--- src/sv/rgbgb_pkg.sv ---
`timescale 1ns / 1ps
// ----------------------------------------------------------------------------
// rgbgb_pkg: shared types and constants of the grey-scale blur block
// Holds the grey conversion weights, the 7x7 kernel, the divider constants
// and the types that travel between the modules.
// ----------------------------------------------------------------------------
package rgbgb_pkg;

  // Configuration registers.
  localparam int unsigned CFG_W        = 12;
  localparam int unsigned WIDTH_RESET  = 640;
  localparam int unsigned HEIGHT_RESET = 480;
  localparam int unsigned MIN_SIZE     = 7;

  typedef enum logic [0:0] {
    REG_IMAGE_WIDTH  = 1'b0,
    REG_IMAGE_HEIGHT = 1'b1
  } cfg_reg_e;

  // Grey conversion: (307 r + 604 g + 113 b) >> 10.
  localparam int unsigned GREY_R  = 307;
  localparam int unsigned GREY_G  = 604;
  localparam int unsigned GREY_B  = 113;
  localparam int unsigned GREY_SH = 10;
  localparam int unsigned GREY_W  = 18;

  // Window geometry.
  localparam int unsigned LINES     = 6;
  localparam int unsigned WIN       = 7;
  localparam int unsigned WIN_LAST  = 6;
  localparam int unsigned BORDER    = 3;
  localparam int unsigned OUT_W     = 11;

  typedef logic [LINES-1:0][7:0]         line_t;
  typedef logic [WIN-1:0][WIN-1:0][7:0]  win_t;

  // Kernel weights in tenths.
  localparam int unsigned WEIGHT [WIN][WIN] = '{
    '{0,  0,   0,   5,   0,  0, 0},
    '{0,  5,  18,  32,  18,  5, 0},
    '{0, 18,  64, 100,  64, 18, 0},
    '{5, 32, 100, 100, 100, 32, 5},
    '{0, 18,  64, 100,  64, 18, 0},
    '{0,  5,  18,  32,  18,  5, 0},
    '{0,  0,   0,   5,   0,  0, 0}
  };

  // Sum widths: one row stays below 2^17, the whole window below 2^19.
  localparam int unsigned ROW_W = 17;
  localparam int unsigned SUM_W = 19;

  // floor(S / 10) as (S * 419431) >> 22, exact for S below 699050.
  localparam int unsigned DIV10_MUL = 419431;
  localparam int unsigned DIV10_SH  = 22;
  localparam int unsigned P10_W     = 38;
  localparam int unsigned Q10_W     = 15;
  // floor(x / 203) as (x * 82647) >> 24, exact for x below 134217.
  localparam int unsigned DIV203_MUL = 82647;
  localparam int unsigned DIV203_SH  = 24;
  localparam int unsigned TWO_M_W    = 16;
  localparam int unsigned P203_W     = 33;
  localparam int unsigned BLUR_MAX   = 255;

  typedef struct packed {
    logic [OUT_W-1:0] out_column;
    logic [OUT_W-1:0] out_row;
    logic             frame_end;
  } meta_t;

endpackage

--- src/sv/rgbgb_kernel.sv ---
`timescale 1ns / 1ps
// ----------------------------------------------------------------------------
// rgbgb_kernel: weighted window sum and scaling pipeline
// Five stages: row sums, window sum, divide by ten, divide by 101.5 and
// saturation. All stages advance together on the pipeline enable.
// ----------------------------------------------------------------------------
module rgbgb_kernel (
  input  logic                  clk_i,
  input  logic                  rst_ni,
  input  logic                  en_i,
  input  logic                  valid_i,
  input  rgbgb_pkg::meta_t      meta_i,
  input  rgbgb_pkg::win_t       win_i,
  output logic                  valid_o,
  output rgbgb_pkg::meta_t      meta_o,
  output logic [7:0]            blurred_o
);

  localparam int unsigned STAGES = 5;

  logic [STAGES-1:0]                          vld_q;
  rgbgb_pkg::meta_t                           meta_q [STAGES];
  logic [rgbgb_pkg::WIN-1:0][rgbgb_pkg::ROW_W-1:0] rows_q, rows_d;
  logic [rgbgb_pkg::SUM_W-1:0]                sum_q, sum_d;
  logic [rgbgb_pkg::P10_W-1:0]                p10_q;
  logic [rgbgb_pkg::P203_W-1:0]               p203_q;
  logic [7:0]                                 blur_q, blur_d;
  logic [rgbgb_pkg::Q10_W-1:0]                q10;
  logic [rgbgb_pkg::TWO_M_W-1:0]              two_m;
  logic [rgbgb_pkg::P203_W-rgbgb_pkg::DIV203_SH-1:0] q203;

  always_comb begin
    for (int y = 0; y < rgbgb_pkg::WIN; y++) begin
      rows_d[y] = '0;
      for (int x = 0; x < rgbgb_pkg::WIN; x++) begin
        rows_d[y] = rows_d[y] + rgbgb_pkg::ROW_W'(rgbgb_pkg::WEIGHT[y][x])
                    * rgbgb_pkg::ROW_W'(win_i[y][x]);
      end
    end
  end

  always_comb begin
    sum_d = '0;
    for (int y = 0; y < rgbgb_pkg::WIN; y++) begin
      sum_d = sum_d + rgbgb_pkg::SUM_W'(rows_q[y]);
    end
  end

  assign q10   = p10_q[rgbgb_pkg::DIV10_SH +: rgbgb_pkg::Q10_W];
  assign two_m = {q10, 1'b0};
  assign q203  = p203_q[rgbgb_pkg::P203_W-1:rgbgb_pkg::DIV203_SH];

  always_comb begin
    if (q203 > $bits(q203)'(rgbgb_pkg::BLUR_MAX)) begin
      blur_d = 8'(rgbgb_pkg::BLUR_MAX);
    end else begin
      blur_d = q203[7:0];
    end
  end

  always_ff @(posedge clk_i or negedge rst_ni) begin
    if (!rst_ni) begin
      vld_q <= '0;
    end else if (en_i) begin
      vld_q <= {vld_q[STAGES-2:0], valid_i};
    end
  end

  always_ff @(posedge clk_i) begin
    if (en_i) begin
      meta_q[0] <= meta_i;
      for (int i = 1; i < STAGES; i++) begin
        meta_q[i] <= meta_q[i-1];
      end
      rows_q <= rows_d;
      sum_q  <= sum_d;
      p10_q  <= rgbgb_pkg::P10_W'(sum_q) * rgbgb_pkg::P10_W'(rgbgb_pkg::DIV10_MUL);
      p203_q <= rgbgb_pkg::P203_W'(two_m) * rgbgb_pkg::P203_W'(rgbgb_pkg::DIV203_MUL);
      blur_q <= blur_d;
    end
  end

  assign valid_o   = vld_q[STAGES-1];
  assign meta_o    = meta_q[STAGES-1];
  assign blurred_o = blur_q;

endmodule

--- config.mk ---
export PLATFORM = sky130hd
export DESIGN_NAME = rgbgb_kernel
export DESIGN_NICKNAME = d
export VERILOG_FILES = /design/src/sv/rgbgb_pkg.sv /design/src/sv/rgbgb_kernel.sv
export SDC_FILE = /design/constraint.sdc
export NUM_CORES = 2
export LEC_CHECK = 0
export BUFFER_PORTS_ARGS = -buffer_cell sky130_fd_sc_hd__buf_2
export CAP_MARGIN = 20
export CORE_MARGIN = 3
export CORE_UTILIZATION = 61
export CTS_CLUSTER_DIAMETER = 80
export DETAILED_ROUTE_END_ITERATION = 6
export PLACE_DENSITY = 0.89
export SETUP_SLACK_MARGIN = 0.15
export SYNTH_ARGS = -nofsm -noshare
export SYNTH_HDL_FRONTEND = slang
export SYNTH_SLANG_ARGS = --single-unit
--- constraint.sdc ---
create_clock -name clk_i -period 7.35 [get_ports clk_i]
set_clock_uncertainty 0.1 [all_clocks]
set_input_delay 1.47 -clock clk_i [delete_from_list [all_inputs] [get_ports clk_i]]
set_output_delay 1.47 -clock clk_i [all_outputs]
set_load 0.005 [all_outputs]
== Word level (Yosys, flattened, before mapping) ==
Memory sizes are Yosys's and may differ from the RTL's.
Cells that the tools add are included.

* Register bits: 208
* Input port bits: 419
* Output and inout port bits: 32
* Logic and storage cells: 67
* Memories: 1
* Bits in writable memories: 115

{| class="wikitable"
|+ Memories
! memory !! words !! width !! rd ports !! clocked after Yosys merged registers in !! wr ports !! RTL line !! source
|-
| meta_q || 5 || 23 || 5 || 0 || 5 || rgbgb_kernel.sv:22 || <nowiki>rgbgb_pkg::meta_t meta_q [STAGES];</nowiki>
|}

* Muxes and demuxes: 2
* Add/subtract/negate cells: 28
* Multipliers: 23
* Magnitude comparators: 1

{| class="wikitable"
|+ Operators with widths
! kind !! number
|-
| multiplier 4 x 8 -> 12 bit (first input constant) || 8
|-
| multiplier 3 x 8 -> 11 bit (first input constant) || 8
|-
| multiplier 5 x 8 -> 13 bit (first input constant) || 5
|-
| adder 19 x 17 -> 19 bit || 3
|-
| adder 17 x 13 -> 17 bit || 3
|-
| adder 11 x 13 -> 14 bit || 3
|-
| multiplier 19 x 19 -> 37 bit (second input constant) || 1
|-
| adder 16 x 11 -> 17 bit || 2
|-
| adder 16 x 14 -> 17 bit || 2
|-
| adder 15 x 13 -> 16 bit || 2
|-
| adder 15 x 15 -> 16 bit || 2
|-
| multiplier 15 x 17 -> 32 bit (second input constant) || 1
|-
| adder 13 x 14 -> 15 bit || 2
|-
| adder 14 x 13 -> 15 bit || 2
|-
| adder 18 x 17 -> 19 bit || 1
|-
| adder 19 x 11 -> 19 bit || 1
|-
| adder 11 x 17 -> 18 bit || 1
|-
| adder 16 x 15 -> 17 bit || 1
|-
| adder 17 x 11 -> 17 bit || 1
|-
| adder 17 x 15 -> 17 bit || 1
|-
| adder 14 x 15 -> 16 bit || 1
|-
| > comparator 9 x 8 -> 1 bit (second input constant) || 1
|-
| 2-to-1 mux 1 bit || 2
|}

== Longest topological paths before layout ==
* Word-level depth: 7
* Mapped depth: 26
* Gate-level depth less buffers: 26

== Least setup slack after synthesis ==
OpenSTA, ideal clock, no wires.

* Path kind: input to register
* From: in win_i[185] in the netlist's numbering
* To: reg rows_q[67] in the netlist's numbering, data pin
* Slack: 234 ps
* Data arrival time: 6743 ps
* Stages on the path: 21
* Path buffers: 0
* Data required time: 6976 ps
* Library setup time: 274 ps
* Path through: ha_1 -> ha_1 -> ha_1 -> fa_1 -> fa_1 -> fa_1 -> inv_1 -> fa_1 -> inv_1 -> fa_1 -> inv_1 -> fa_1 -> inv_1 -> ha_1 -> a21oi_1 -> nor2b_1 -> o21a_1 -> o22ai_1 -> o21ai_0 -> o41ai_1 -> xor2_1

{| class="wikitable"
|+ RTL lines
! element !! RTL line !! source
|-
| start, declared || rgbgb_kernel.sv:13 || <nowiki>input rgbgb_pkg::win_t win_i,</nowiki>
|-
| end signal, assigned || rgbgb_kernel.sv:75 || <nowiki>rows_q <= rows_d;</nowiki>
|-
| end, declared || rgbgb_kernel.sv:23 || <nowiki>logic [rgbgb_pkg::WIN-1:0][rgbgb_pkg::ROW_W-1:0] rows_q, rows_d;</nowiki>
|}

==> impl_metrics.tcl <==
set metrics [dict create \
    status "finished clean" \
    cts_sinks 274 \
    vias_per_cell 5.42 \
    critical_path.slowest_cell "fa_1" \
    clock-root-buffer "clkbuf_16" \
    synth_nets 4753 \
    postSynthCellCount 3113 \
    async_flop_share_pct 1.82 \
    clk_latency_ns 0.58 \
    initial_core_util_pct 62.2 \
    path_clk_slew_ns 0.06 \
    tightestPinTransition_ns 1.07 \
    cts_resized 0 \
    first_pass_iters 6 \
    hold_class "reg -> reg" \
    ys_types 58 \
    wirelength_mm 77.3 \
    drtIter0Drc 1210 \
    worstPathCellList "buf_2 > ha_1 > ha_1 > ha_1 > fa_1 > fa_1 > fa_1 > inv_1 > fa_1 > inv_1 > fa_1 > inv_1 > fa_1 > inv_1 > ha_1 > a21oi_1 > nor2b_1 > o21a_1 > o22ai_1 > o21ai_0 > o41ai_2 > xor2_1" \
    rsz0062_at_grt "no" \
    ys_seq_elements 274 \
    clockBufferDepth 3 \
    grt_usage_pct 26.6 \
    topRoutingLayerUsed "met5" \
    cp.required_ns 7.56 \
    core.rowCount 87 \
    synth.yosys.seq_area_share_pct 23.2 \
    arrival_ns 7.14 \
    antenna_found_initial 21 \
    ctsHoldBuffers 0 \
    route.vias.total 22800 \
    place_congestion 0.942 \
    period_needed_ns 6.93 \
    setup-violations-final 0 \
    dieArea_mm2 0.0610 \
    wl_met1_mm 29.8 \
    final_nets 5061 \
    cap_violations 0 \
    relSlewSlack_pct 29.0 \
    cp_slowest_stage_delay_ns 0.53 \
    dieWidth_um 247 \
    worstPathMaxFanout 3 \
    fin_area_mm2 0.0387 \
    htree_num_levels 1 \
    yosysTopAreaCell "fa_1" \
    yosys_warnings 0 \
    grt_pass1_wl_mm 127 \
    postCtsSetupRepairBufs 0 \
    syn_area_per_cell_um2 11.4 \
    crit_top_cell "fa_1" \
    place_area_mm2 0.0377 \
    dr_wl_met3_mm 3.92 \
    timing.final.crit_share_pct 94.2 \
    io_buffer_count 290 \
    synth_top_area_share_pct 28.0 \
    grt_remaining_overflow 0 \
    synth_edf_count 269 \
    ios 451 \
    die_h_um 247 \
    regToRegSetupSlack_ns 0.87 \
    fmax_ghz 0.144 \
    hpwl_mm 66.9 \
    finalMaxSlewViolations 0 \
    cts_tree "done" \
    grt_max_degree 185 \
    crit_path_start_kind "primary input" \
    synth_area_leaders "fa_1 28%, ha_1 26%, edfxtp_1 23%" \
    hold_viol 0 \
    avgRoutedWirePerCell_um 18.4 \
    grt_pass1_vias 25400 \
    syn-cell-area_mm2 0.0354 \
    critical_path_class "in -> reg" \
    dr_wl_met2_mm 39.5 \
    antenna_left 0 \
    area_growth_pct 9.27 \
    drc 0 \
    drive_gt1_share_pct 10.9 \
    cp-end-kind "flip-flop" \
    core_area_mm2 0.0569 \
    numCtsBuffers 31 \
    worstHoldPathCells 0 \
    ys.flop_type "edfxtp_1" \
    ff2ff_path_depth 21 \
]
[Yosys cell counts (6+ instances only)]
cell,instances
and2_1,7
edfxtp_1,269
nand2_1,42
a21o_1,41
a21oi_1,99
or2_2,14
o21bai_1,28
o211ai_1,8
xor2_1,54
a211oi_1,11
a21boi_0,7
nor3_1,24
nor2_1,66
inv_1,845
or3_1,8
o21a_1,14
nand2b_1,19
nand3_1,25
buf_4,23
ha_1,725
o21ai_0,66
xnor2_1,121
fa_1,496
nor2b_1,30
nand4_1,6
[layer usage]
metal	track usage, %	vias to the layer above
li1	-	10600
met1	31.9	11300
met2	47.4	610
met3	4.33	237
met4	11.6	28
met5	0	-
[worst paths after layout]
kind	startpoint	to
min in group asynchronous	rst_ni	vld_q[0]
max	win_i[185]	rows_q[67]
min reg2reg	meta_q[0][82]	meta_q[0][105]
min	meta_q[0][82]	meta_q[0][105]
max reg2reg	sum_q[2]	p10_q[33]
max in group asynchronous	rst_ni	vld_q[2]
[cell usage in the layout (no fill, tap or decap), types with 19 or more instances in the layout]
cell,netlist,routed
nand3_1,25,25
nand2_1,42,42
o21ai_0,66,66
fa_1,496,496
buf_2,0,289
edfxtp_1,269,269
nor2b_1,30,30
nand2b_1,19,19
nor3_1,24,24
inv_1,845,845
xnor2_1,121,121
o21bai_1,28,28
clkbuf_16,0,31
a21o_1,41,41
a21oi_1,99,99
nor2_1,66,66
xor2_1,54,54
ha_1,725,725
[registers in the layout, summed over array words and instances (netlist names)]
signal,count
p203_q,9
p10_q,15
blurred_o,8
rows_q,103
vld_q,5
sum_q,19
meta_q,115
[final cells by class]
class	count	area (µm²)
Clock buffer	36	795
Sequential cell	274	8200
Multi-Input combinational cell	1970	23900
Fill cell	3955	18200
Tap cell	756	946
Antenna cell	6	15.0
Inverter	845	3170
Clock inverter	22	155
Timing Repair Buffer	299	1540
[metrics by stage]
stage | instances | setup WS (ns) | TNS, ns | util [%] | hold WS [ns]
floorplan | 3113 | 0.234 | 0 | - | 0.300
global placement | 4144 | -0.0741 | -0.0741 | 66.3 | 0.300
finish | 4208 | 0.423 | 0 | 68.0 | 0.318
global route | 4207 | 0.179 | 0 | 68.0 | 0.324
CTS | 4202 | 0.348 | 0 | 68.0 | 0.319
detailed placement | 4144 | -0.233 | -0.387 | 66.3 | 0.305
[worst max-delay path: cells and delay by family]
kind                       cells  cell delay (ns)
adders and majority gates     10             4.19
AOI/OAI and AO/OA              5             0.99
buffers and inverters          5             0.33
xor gates and xnor gates       1             0.10
and+or+nand+nor                1             0.07
[logic make-up after synthesis]
logic type | count (synthesis) | synth area share (%)
XOR/XNOR | 175 | 4.33
AO/OA/AOI/OAI | 314 | 5.66
adder cells (fa/ha/maj) | 1221 | 53.6
buffers and inverters | 869 | 9.45
AND/OR/NAND/NOR | 255 | 3.62
multiplexers | 5 | 0.159
flip-flops | 274 | 23.2
Power is not shown: default switching activity piles up to over one toggle a cycle in this logic, so the estimate is an artifact.
