<file path="src/sv/rgbgb_pkg.sv">
`timescale 1ns / 1ps
// ----------------------------------------------------------------------------
// rgbgb_pkg: shared types and constants of the grey-scale blur block
// Holds the grey conversion weights, the 7x7 kernel, the divider constants
// and the types that travel between the modules.
// ----------------------------------------------------------------------------
package rgbgb_pkg;

  // Configuration registers.
  localparam int unsigned CFG_W        = 12;
  localparam int unsigned WIDTH_RESET  = 640;
  localparam int unsigned HEIGHT_RESET = 480;
  localparam int unsigned MIN_SIZE     = 7;

  typedef enum logic [0:0] {
    REG_IMAGE_WIDTH  = 1'b0,
    REG_IMAGE_HEIGHT = 1'b1
  } cfg_reg_e;

  // Grey conversion: (307 r + 604 g + 113 b) >> 10.
  localparam int unsigned GREY_R  = 307;
  localparam int unsigned GREY_G  = 604;
  localparam int unsigned GREY_B  = 113;
  localparam int unsigned GREY_SH = 10;
  localparam int unsigned GREY_W  = 18;

  // Window geometry.
  localparam int unsigned LINES     = 6;
  localparam int unsigned WIN       = 7;
  localparam int unsigned WIN_LAST  = 6;
  localparam int unsigned BORDER    = 3;
  localparam int unsigned OUT_W     = 11;

  typedef logic [LINES-1:0][7:0]         line_t;
  typedef logic [WIN-1:0][WIN-1:0][7:0]  win_t;

  // Kernel weights in tenths.
  localparam int unsigned WEIGHT [WIN][WIN] = '{
    '{0,  0,   0,   5,   0,  0, 0},
    '{0,  5,  18,  32,  18,  5, 0},
    '{0, 18,  64, 100,  64, 18, 0},
    '{5, 32, 100, 100, 100, 32, 5},
    '{0, 18,  64, 100,  64, 18, 0},
    '{0,  5,  18,  32,  18,  5, 0},
    '{0,  0,   0,   5,   0,  0, 0}
  };

  // Sum widths: one row stays below 2^17, the whole window below 2^19.
  localparam int unsigned ROW_W = 17;
  localparam int unsigned SUM_W = 19;

  // floor(S / 10) as (S * 419431) >> 22, exact for S below 699050.
  localparam int unsigned DIV10_MUL = 419431;
  localparam int unsigned DIV10_SH  = 22;
  localparam int unsigned P10_W     = 38;
  localparam int unsigned Q10_W     = 15;
  // floor(x / 203) as (x * 82647) >> 24, exact for x below 134217.
  localparam int unsigned DIV203_MUL = 82647;
  localparam int unsigned DIV203_SH  = 24;
  localparam int unsigned TWO_M_W    = 16;
  localparam int unsigned P203_W     = 33;
  localparam int unsigned BLUR_MAX   = 255;

  typedef struct packed {
    logic [OUT_W-1:0] out_column;
    logic [OUT_W-1:0] out_row;
    logic             frame_end;
  } meta_t;

endpackage

</file>
<file path="src/sv/rgbgb_window.sv">
`timescale 1ns / 1ps
// ----------------------------------------------------------------------------
// rgbgb_window: 7x7 sliding window and line store write-back
// Shifts the window one column per pixel, loads the new column from the
// line word in rotated line order and merges the new grey byte into the
// word written back to the line store.
// ----------------------------------------------------------------------------
module rgbgb_window (
  input  logic             clk_i,
  input  logic             en_i,
  input  logic             valid_i,
  input  logic [2:0]       slot_i,
  input  logic [7:0]       grey_i,
  input  rgbgb_pkg::line_t line_data_i,
  output rgbgb_pkg::line_t wr_data_o,
  output rgbgb_pkg::win_t  win_o
);

  rgbgb_pkg::win_t win_q;
  rgbgb_pkg::win_t win_d;

  always_comb begin
    logic [3:0] sum;
    logic [2:0] sel;
    win_d = win_q;
    for (int y = 0; y < rgbgb_pkg::WIN; y++) begin
      for (int x = 0; x < rgbgb_pkg::WIN_LAST; x++) begin
        win_d[y][x] = win_q[y][x+1];
      end
    end
    // Window row k takes the line that is k rows younger than the oldest.
    for (int k = 0; k < rgbgb_pkg::LINES; k++) begin
      sum = 4'(slot_i) + 4'(k);
      if (sum >= 4'(rgbgb_pkg::LINES)) begin
        sum = sum - 4'(rgbgb_pkg::LINES);
      end
      sel = sum[2:0];
      win_d[k][rgbgb_pkg::WIN_LAST] = line_data_i[sel];
    end
    win_d[rgbgb_pkg::WIN_LAST][rgbgb_pkg::WIN_LAST] = grey_i;
  end

  always_comb begin
    wr_data_o         = line_data_i;
    wr_data_o[slot_i] = grey_i;
  end

  always_ff @(posedge clk_i) begin
    if (en_i && valid_i) begin
      win_q <= win_d;
    end
  end

  assign win_o = win_q;

endmodule

</file>
<file path="config.mk">
export PLATFORM = sky130hd
export DESIGN_NAME = rgbgb_window
export DESIGN_NICKNAME = d
export VERILOG_FILES = /design/src/sv/rgbgb_pkg.sv /design/src/sv/rgbgb_window.sv
export SDC_FILE = /design/constraint.sdc
export NUM_CORES = 1
export LEC_CHECK = 0
export BUFFER_PORTS_ARGS = -buffer_cell sky130_fd_sc_hd__buf_2
export CORE_AREA = 2 2 194 196
export CTS_CLUSTER_DIAMETER = 150
export DETAILED_ROUTE_END_ITERATION = 10
export DIE_AREA = 0 0 196 198
export PLACE_DENSITY = 0.83
export SLEW_MARGIN = 20
export SYNTH_ARGS = -nofsm -noshare
export SYNTH_HDL_FRONTEND = slang
export SYNTH_SLANG_ARGS = --single-unit
</file>
<file path="constraint.sdc">
create_clock -name clk_i -period 21.5 [get_ports clk_i]
set_input_delay 3.225 -clock clk_i [delete_from_list [all_inputs] [get_ports clk_i]]
set_output_delay 3.225 -clock clk_i [all_outputs]
set_load 0.02 [all_outputs]
</file>
* After elaboration in Yosys (flattened, before gate mapping)
Cells that the tools add are included.
Widths: inputs -> output; s select.
** Storage, ports and cells
- Output and inout port bits :: 440
- Register bits :: 392
** Cells by class
- Mux-type cells :: 21
- Reduce and logical (&&, ||, !) cells :: 2
- Add/sub/neg operators :: 11
- $lt $le $gt $ge :: 14
** Operator list (number)
- $bmux 8 s3 :: 6
- $mux 8 :: 7
- $bwmux 48 :: 1
- $lt 3x4->1 const B :: 7
- $demux 8 s3 :: 1
- $ge 4x3->1 const B :: 5
- $mux 3 :: 6
- $sub 3x3->3 const B :: 6
- $add 3x2->4 const B :: 2
- $add 3x3->4 const B :: 2
- $add 3x1->4 const B :: 1
- $ge 3x1->1 const B :: 1
- $ge 3x3->1 const B :: 1
- $logic_and 1x1->1 :: 2

* Logic depth before layout (Yosys ltp)
Gate-level depths: netlist of the first run.
- Word-level depth :: 5
- Mapped depth :: 12
- Mapped depth without buffers :: 7

* Least setup slack after synthesis of the first run
OpenSTA, ideal clock, no wires.
- Path kind :: in2reg
- Start :: input valid_i
- End :: register win_q, in the netlist win_o[0], enable pin
- Path slack :: 8655 ps
- Stages :: 1
- Required time :: 20697 ps
- Arrival time :: 12042 ps
- Library setup time :: 803 ps
- Path through :: and2_1
** On the way
- Cells in the longest elaborated chain, start to end :: 1
** RTL lines
- start, declared :: RTL line rgbgb_window.sv:11 : input logic valid_i,
- $logic_and 1x1->1 :: RTL line rgbgb_window.sv:49 : if (en_i && valid_i) begin
- end signal, assigned :: RTL line rgbgb_window.sv:50 : win_q <= win_d;
- end, declared :: RTL line rgbgb_window.sv:19 : rgbgb_pkg::win_t win_q;
Every way passes these cells.
A chain may end at the register's enable or synchronous reset.

==> flow_metrics.py, run 1 <==
metrics = {
    "run_status": {
        "outcome": "finished, final reports clean",
    },
    "timing": {
        "skew_ps": 19.0,
        "max-slew-margin-rel_pct": 29.3,
        "tightest_slew_ps": 1060,
        "finalSetupViolCount": 0,
        "finalHoldViolCount": 0,
        "setup_tns_ps": 0,
        "max_freq_mhz": 115,
        "grt_setup_unrepaired": "false",
        "whs_ps": 437,
        "slew_violations": 0,
        "finalCriticalPeriod_ps": 8730,
        "fin_crit_sh_pct": 40.6,
    },
    "final_layout": {
        "final_cell_mix": "buf_2, edfxtp_1, mux2_2, clkbuf_16, mux2i_1",
        "layout_commonest_cell": "buf_2",
        "areaGrowthSynthToFinish_pct": 9.82,
        "drive_above_1_share_pct": 50.7,
        "diodes": 0,
        "largest_register_ffs": 392,
        "nets": 1324,
    },
    "routing": {
        "ant_nets": 0,
        "dr.pass1.iters": 6,
        "wl_um": 39500,
        "drt-initial-drc-count": 716,
        "vias": 8897,
        "vias_per_cell": 5.07,
        "wl_per_cell_um": 22.5,
        "remaining_drc_errors": 0,
    },
    "clocking": {
        "cts_sinks": 392,
        "hold_buffers": 0,
        "cts_buffers": 40,
        "clk_latency_ps": 540,
        "htree_levels": 2,
        "clock_path_buffers": 3,
        "cts_tree": "built",
        "cts.repair.resized": 0,
        "path_clk_slew_ps": 60,
        "cts_root_buffer": "clkbuf_16",
        "cts_setup_buffers": 0,
    },
    "floorplanning": {
        "rows": 71,
        "die_x_um": 196,
        "coreArea_um2": 37000,
        "io_pins": 502,
        "start_util_pct": 45.9,
        "die_h_um": 198,
        "die_area_um2": 38800,
    },
    "synthesis": {
        "async_flop_share_pct": 0,
        "yosysWarningCount": 0,
        "synth_ff_type": "edfxtp_1",
        "synth_area_leader_cell": "edfxtp_1",
        "syn_area_um2": 17000,
        "synth-edff-count": 392,
        "synth_nets": 1143,
        "synth_top_area_share_pct": 69.4,
        "seq_area_frac_synth_pct": 69.4,
        "ys_types": 32,
        "ys_ff_latch": 392,
        "synth_area_per_cell_um2": 15.8,
        "netlist_instances": 1073,
        "synth_area_leaders": "edfxtp_1, buf_4, mux2_2",
    },
    "place": {
        "hpwl_um": 29600,
        "gp_congestion": 0.941,
        "port_buffers": 501,
    },
    "global_route": {
        "grt-ovfl-total": 0,
        "track_usage_pct": 19.5,
        "busiest_layer": "met2",
        "grt_util_met3_pct": 4.02,
        "grt_util_met1_pct": 23.4,
        "antenna_found_initial": 2,
        "grt_max_degree": 94,
        "grt_pass1_wl_um": 55200,
        "grt_pass1_vias": 8573,
        "globalRouteMet2Util_pct": 34.4,
    },
    "critical_path": {
        "start_kind": "input port",
        "crit_fanout": 29,
        "worst_r2r_path_depth": 0,
        "cp.required_ps": 18270,
        "r2r-start": "win_o[160]",
        "reg2reg_to": "win_o[152]",
        "cp_data_arrival_time_ps": 5500,
        "end_kind": "output pin",
        "crit_type": "in -> out",
        "rrSetupSlack_ps": 20640,
    },
    "hold_path": {
        "min_path_type": "reg -> reg",
        "min-delay-start": "win_o[208]",
        "whs_path_depth": 0,
        "hold-path-endpoint": "win_o[200]",
    },
    "pwr": {
        "p_per_area_nw_per_um2": 92.8,
        "cellLeakagePower_nw": 7.15,
        "ir_drop_mv": 0.0510,
    },
    "flow_run": {
        "drv_cap": 0,
    },
}
[worst max-delay path by stage]
| stage | from | endpoint | slack [ps] | cells after the start |
|---|---|---|---|---|
| finish | slot_i[1] | wr_data_o[37] | 12770 | 6 |
| global route | slot_i[1] | wr_data_o[37] | 12570 | 6 |
| CTS | slot_i[2] | wr_data_o[17] | 12760 | 6 |
| detailed placement | slot_i[2] | wr_data_o[17] | 12780 | 6 |
| global placement | slot_i[2] | wr_data_o[17] | 12860 | 6 |
| floorplan | valid_i | win_o[0] | 8650 | 1 |
[power by group]
| part | leakage [nW] | internal (mW) | total [mW] | switching (mW) |
|---|---|---|---|---|
| registers | 3.64 | 0.883 | 0.904 | 0.0203 |
| clock network | 0.586 | 0.360 | 0.632 | 0.272 |
| logic | 2.92 | 0.0603 | 0.192 | 0.131 |
| total | 7.15 | 1.30 | 1.73 | 0.424 |
[synth_stat cells, types with 2 or more instances]
master,n
nor2_1,5
o21ai_2,4
mux2_2,80
nor3b_1,14
buf_1,2
buf_2,12
o21ai_1,6
ha_1,8
nand3_1,19
o21a_1,17
and2_1,2
a31oi_1,22
nand2_1,23
or3_1,2
o22ai_1,32
a21oi_1,6
nor3_1,8
mux2i_1,39
clkbuf_1,15
nand2b_1,2
buf_6,2
xnor2_1,2
buf_4,337
nor2b_1,3
o21ai_0,9
edfxtp_1,392
inv_1,5
[cell type report]
cell class	instances	area, um^2
Fill cell	3045	18300
Sequential cell	392	11800
Clock inverter	23	141
Inverter	5	18.8
Tap cell	474	593
Multi-Input combinational cell	308	2490
Clock buffer	46	1040
Timing Repair Buffer	507	2560
[cell families after synthesis]
group | synth area share, %
XOR/XNOR | 0.413
AO/OA/AOI/OAI | 3.62
AND/OR/NAND/NOR | 2.42
buffers and inverters | 15.9
flip-flops | 69.4
adder cells (fa/ha/maj) | 0.590
multiplexers | 7.62
[routing by layer]
metal	vias up	wire length, um
li1	3978	-
met1	4404	15100
met2	445	20400
met3	70	2780
met4	0	1260
met5	-	0
[worst max-delay path, stage by stage]
cell	delay [ps]
buf_2	140
inv_1	140
ha_1	770
nor2b_1	660
mux2_2	410
buf_2	160
[metrics by stage]
stage / setup slack (ps) / cell area [um^2] / util (%) / cells / power [mW]
after floorplan: 8650 / 17000 / - / 1073 / 1.08
after global placement: 12860 / 17400 / 47.1 / 1686 / 1.11
after detailed placement: 12780 / 17400 / 47.1 / 1686 / 1.11
after CTS: 12760 / 18600 / 50.4 / 1755 / 1.75
after global routing: 12570 / 18600 / 50.4 / 1755 / 1.79
final: 12770 / 18600 / 50.4 / 1755 / 1.73
No activity file was read; power rests on OpenSTA's default activity.
==> run 2, diff against run 1 <==
--- a/config.mk
+++ b/config.mk
@@ -6,11 +6,12 @@
 export NUM_CORES = 1
 export LEC_CHECK = 0
 export BUFFER_PORTS_ARGS = -buffer_cell sky130_fd_sc_hd__buf_2
-export CORE_AREA = 2 2 194 196
+export CORE_ASPECT_RATIO = 0.75
+export CORE_MARGIN = 2
+export CORE_UTILIZATION = 47
 export CTS_CLUSTER_DIAMETER = 150
 export DETAILED_ROUTE_END_ITERATION = 10
-export DIE_AREA = 0 0 196 198
-export PLACE_DENSITY = 0.83
+export PLACE_DENSITY = 0.87
 export SLEW_MARGIN = 20
 export SYNTH_ARGS = -nofsm -noshare
 export SYNTH_HDL_FRONTEND = slang
==> constraint.sdc (replaced) <==
create_clock -name clk_i -period 7.3 [get_ports clk_i]
set_input_delay 1.095 -clock clk_i [delete_from_list [all_inputs] [get_ports clk_i]]
set_output_delay 1.095 -clock clk_i [all_outputs]
set_load 0.02 [all_outputs]
==> flow_metrics.py, run 2 (synthesis gave the netlist of run 1 again) <==
metrics = {
    "routing": {
        "ant_nets": 0,
        "wl_um": 39700,
        "dr.pass1.iters": 5,
        "drt-initial-drc-count": 745,
        "vias": 8962,
        "remaining_drc_errors": 0,
        "vias_per_cell": 5.14,
        "wl_per_cell_um": 22.8,
    },
    "floorplanning": {
        "start_util_pct": 47.4,
        "die_h_um": 168,
        "io_pins": 502,
        "die_area_um2": 37600,
        "die_x_um": 223,
        "rows": 60,
        "coreArea_um2": 35700,
    },
    "critical_path": {
        "cpMaxStageDelayCell": "nor2b_1",
        "cpLargestDelayFamily": "simple AND/OR/NAND/NOR gates",
        "cp_data_arrival_time_ps": 3670,
        "rrSetupSlack_ps": 6480,
        "reg2reg_to": "win_o[154]",
        "slowest_delay_ps": 980,
        "r2r-start": "win_o[162]",
        "end_kind": "output pin",
        "start_kind": "input port",
        "crit_buf_inv": 3,
        "path_cells": "buf_2, inv_1, ha_1, nor2b_1, mux2_2, buf_2",
        "cp_common_cell": "buf_2",
        "crit_type": "in -> out",
        "crit_fanout": 29,
        "cp.required_ps": 6200,
        "worst_r2r_path_depth": 0,
    },
    "timing": {
        "max-slew-margin-rel_pct": 24.1,
        "setup_tns_ps": 0,
        "fin_crit_sh_pct": 65.3,
        "grt_setup_unrepaired": "false",
        "tightest_slew_ps": 1140,
        "slew_violations": 0,
        "finalCriticalPeriod_ps": 4770,
        "max_freq_mhz": 210,
        "finalHoldViolCount": 0,
        "finalSetupViolCount": 0,
        "skew_ps": 13.6,
    },
    "place": {
        "gp_congestion": 0.929,
        "dp_cells": 1675,
        "hpwl_um": 29500,
        "port_buffers": 501,
    },
    "hold_path": {
        "min_path_type": "reg -> reg",
        "min-delay-start": "win_o[361]",
        "hold-path-endpoint": "win_o[353]",
        "whs_path_depth": 0,
    },
    "flow_run": {
        "drv_cap": 0,
    },
    "pwr": {
        "p_sw_mw": 1.27,
        "clkPwrFrac_pct": 37.4,
        "ir_drop_mv": 0.165,
        "intPower_mw": 3.88,
        "sw_frac_of_total_pct": 24.7,
        "seqPwrFrac_pct": 51.6,
        "total_power_mw": 5.16,
        "cellLeakagePower_nw": 7.14,
        "combPwrFrac_pct": 11.1,
        "p_per_area_nw_per_um2": 277,
    },
    "clocking": {
        "cts_setup_buffers": 0,
        "htree_levels": 2,
        "hold_buffers": 0,
        "clk_latency_ps": 540,
        "cts_buffers": 37,
        "clock_path_buffers": 3,
        "cts.repair.resized": 0,
        "cts_tree": "built",
        "cts_sinks": 392,
        "path_clk_slew_ps": 60,
        "cts_root_buffer": "clkbuf_16",
    },
    "final_layout": {
        "nets": 1319,
        "fillers": 2883,
        "final_cell_mix": "buf_2, edfxtp_1, mux2_2, mux2i_1, clkbuf_16",
        "areaGrowthSynthToFinish_pct": 10.0,
        "fin_util_pct": 52.2,
        "drive_above_1_share_pct": 50.7,
        "fin_cells": 1743,
        "largest_register_ffs": 392,
        "layout_commonest_cell": "buf_2",
    },
    "global_route": {
        "grt_max_degree": 180,
        "grt_pass1_wl_um": 56200,
        "grt_pass1_vias": 8512,
        "track_usage_pct": 20.2,
        "antenna_found_initial": 1,
        "grt-ovfl-total": 0,
    },
    "run_status": {
        "outcome": "finished, final reports clean",
    },
}
==> run 2: cell types whose count changed in the layout (fill, tap and decap cells not counted), sizes merged, moves of 2 or more <==
cell	delta
bufinv	+3
clkbuf	-2
inv	-2
buf	-2
clkinvlp	+4
clkinv	-5
==> run 2: power by group through the flow <==
stage | clock [mW] | combinational, mW | sequential, mW
floorplan | 0 | 0.446 | 2.71
global placement | 0 | 0.560 | 2.70
detailed placement | 0 | 0.566 | 2.71
CTS | 1.98 | 0.568 | 2.66
global route | 2.07 | 0.600 | 2.67
finish | 1.93 | 0.571 | 2.66
==> run 2: layout make-up <==
cell class                 count  area [um^2]  area share, %
sequential                   392        11800           63.1
timing repair buffer         505         2560           13.7
multi-input combinational    308         2490           13.4
clock buffer                  44          973           5.22
tap                          465          582           3.12
clock inverter                23          248           1.33
inverter                       5         18.8          0.101
antenna                        1         2.50         0.0134
==> run 2: metrics by stage <==
stage	area (um^2)	hold WS (ps)	worst slack, ps
after global routing	18600	444	2360
after floorplan	17000	428	948
after detailed placement	17400	426	2530
after global placement	17400	423	2640
final	18600	433	2530
after CTS	18600	436	2530
==> run 2: how the worst max path moves through the flow <==
stage | from | end | slack (ps) | depth (start not counted)
after floorplan | en_i | win_o[0] | 950 | 1
after global placement | slot_i[1] | wr_data_o[38] | 2640 | 6
after detailed placement | slot_i[1] | wr_data_o[38] | 2530 | 6
after CTS | slot_i[1] | wr_data_o[38] | 2530 | 6
after global routing | slot_i[1] | wr_data_o[38] | 2360 | 6
final | slot_i[1] | wr_data_o[38] | 2530 | 6
==> run 2: per-layer routing <==
layer | track usage (%) | vias to the layer above | part of all wire [%]
met5 | 0 | - | 0
met2 | 33.8 | 450 | 49
met4 | 4.87 | 0 | 1.8
met3 | 3.94 | 59 | 7.4
li1 | - | 3971 | -
met1 | 27.3 | 4482 | 42
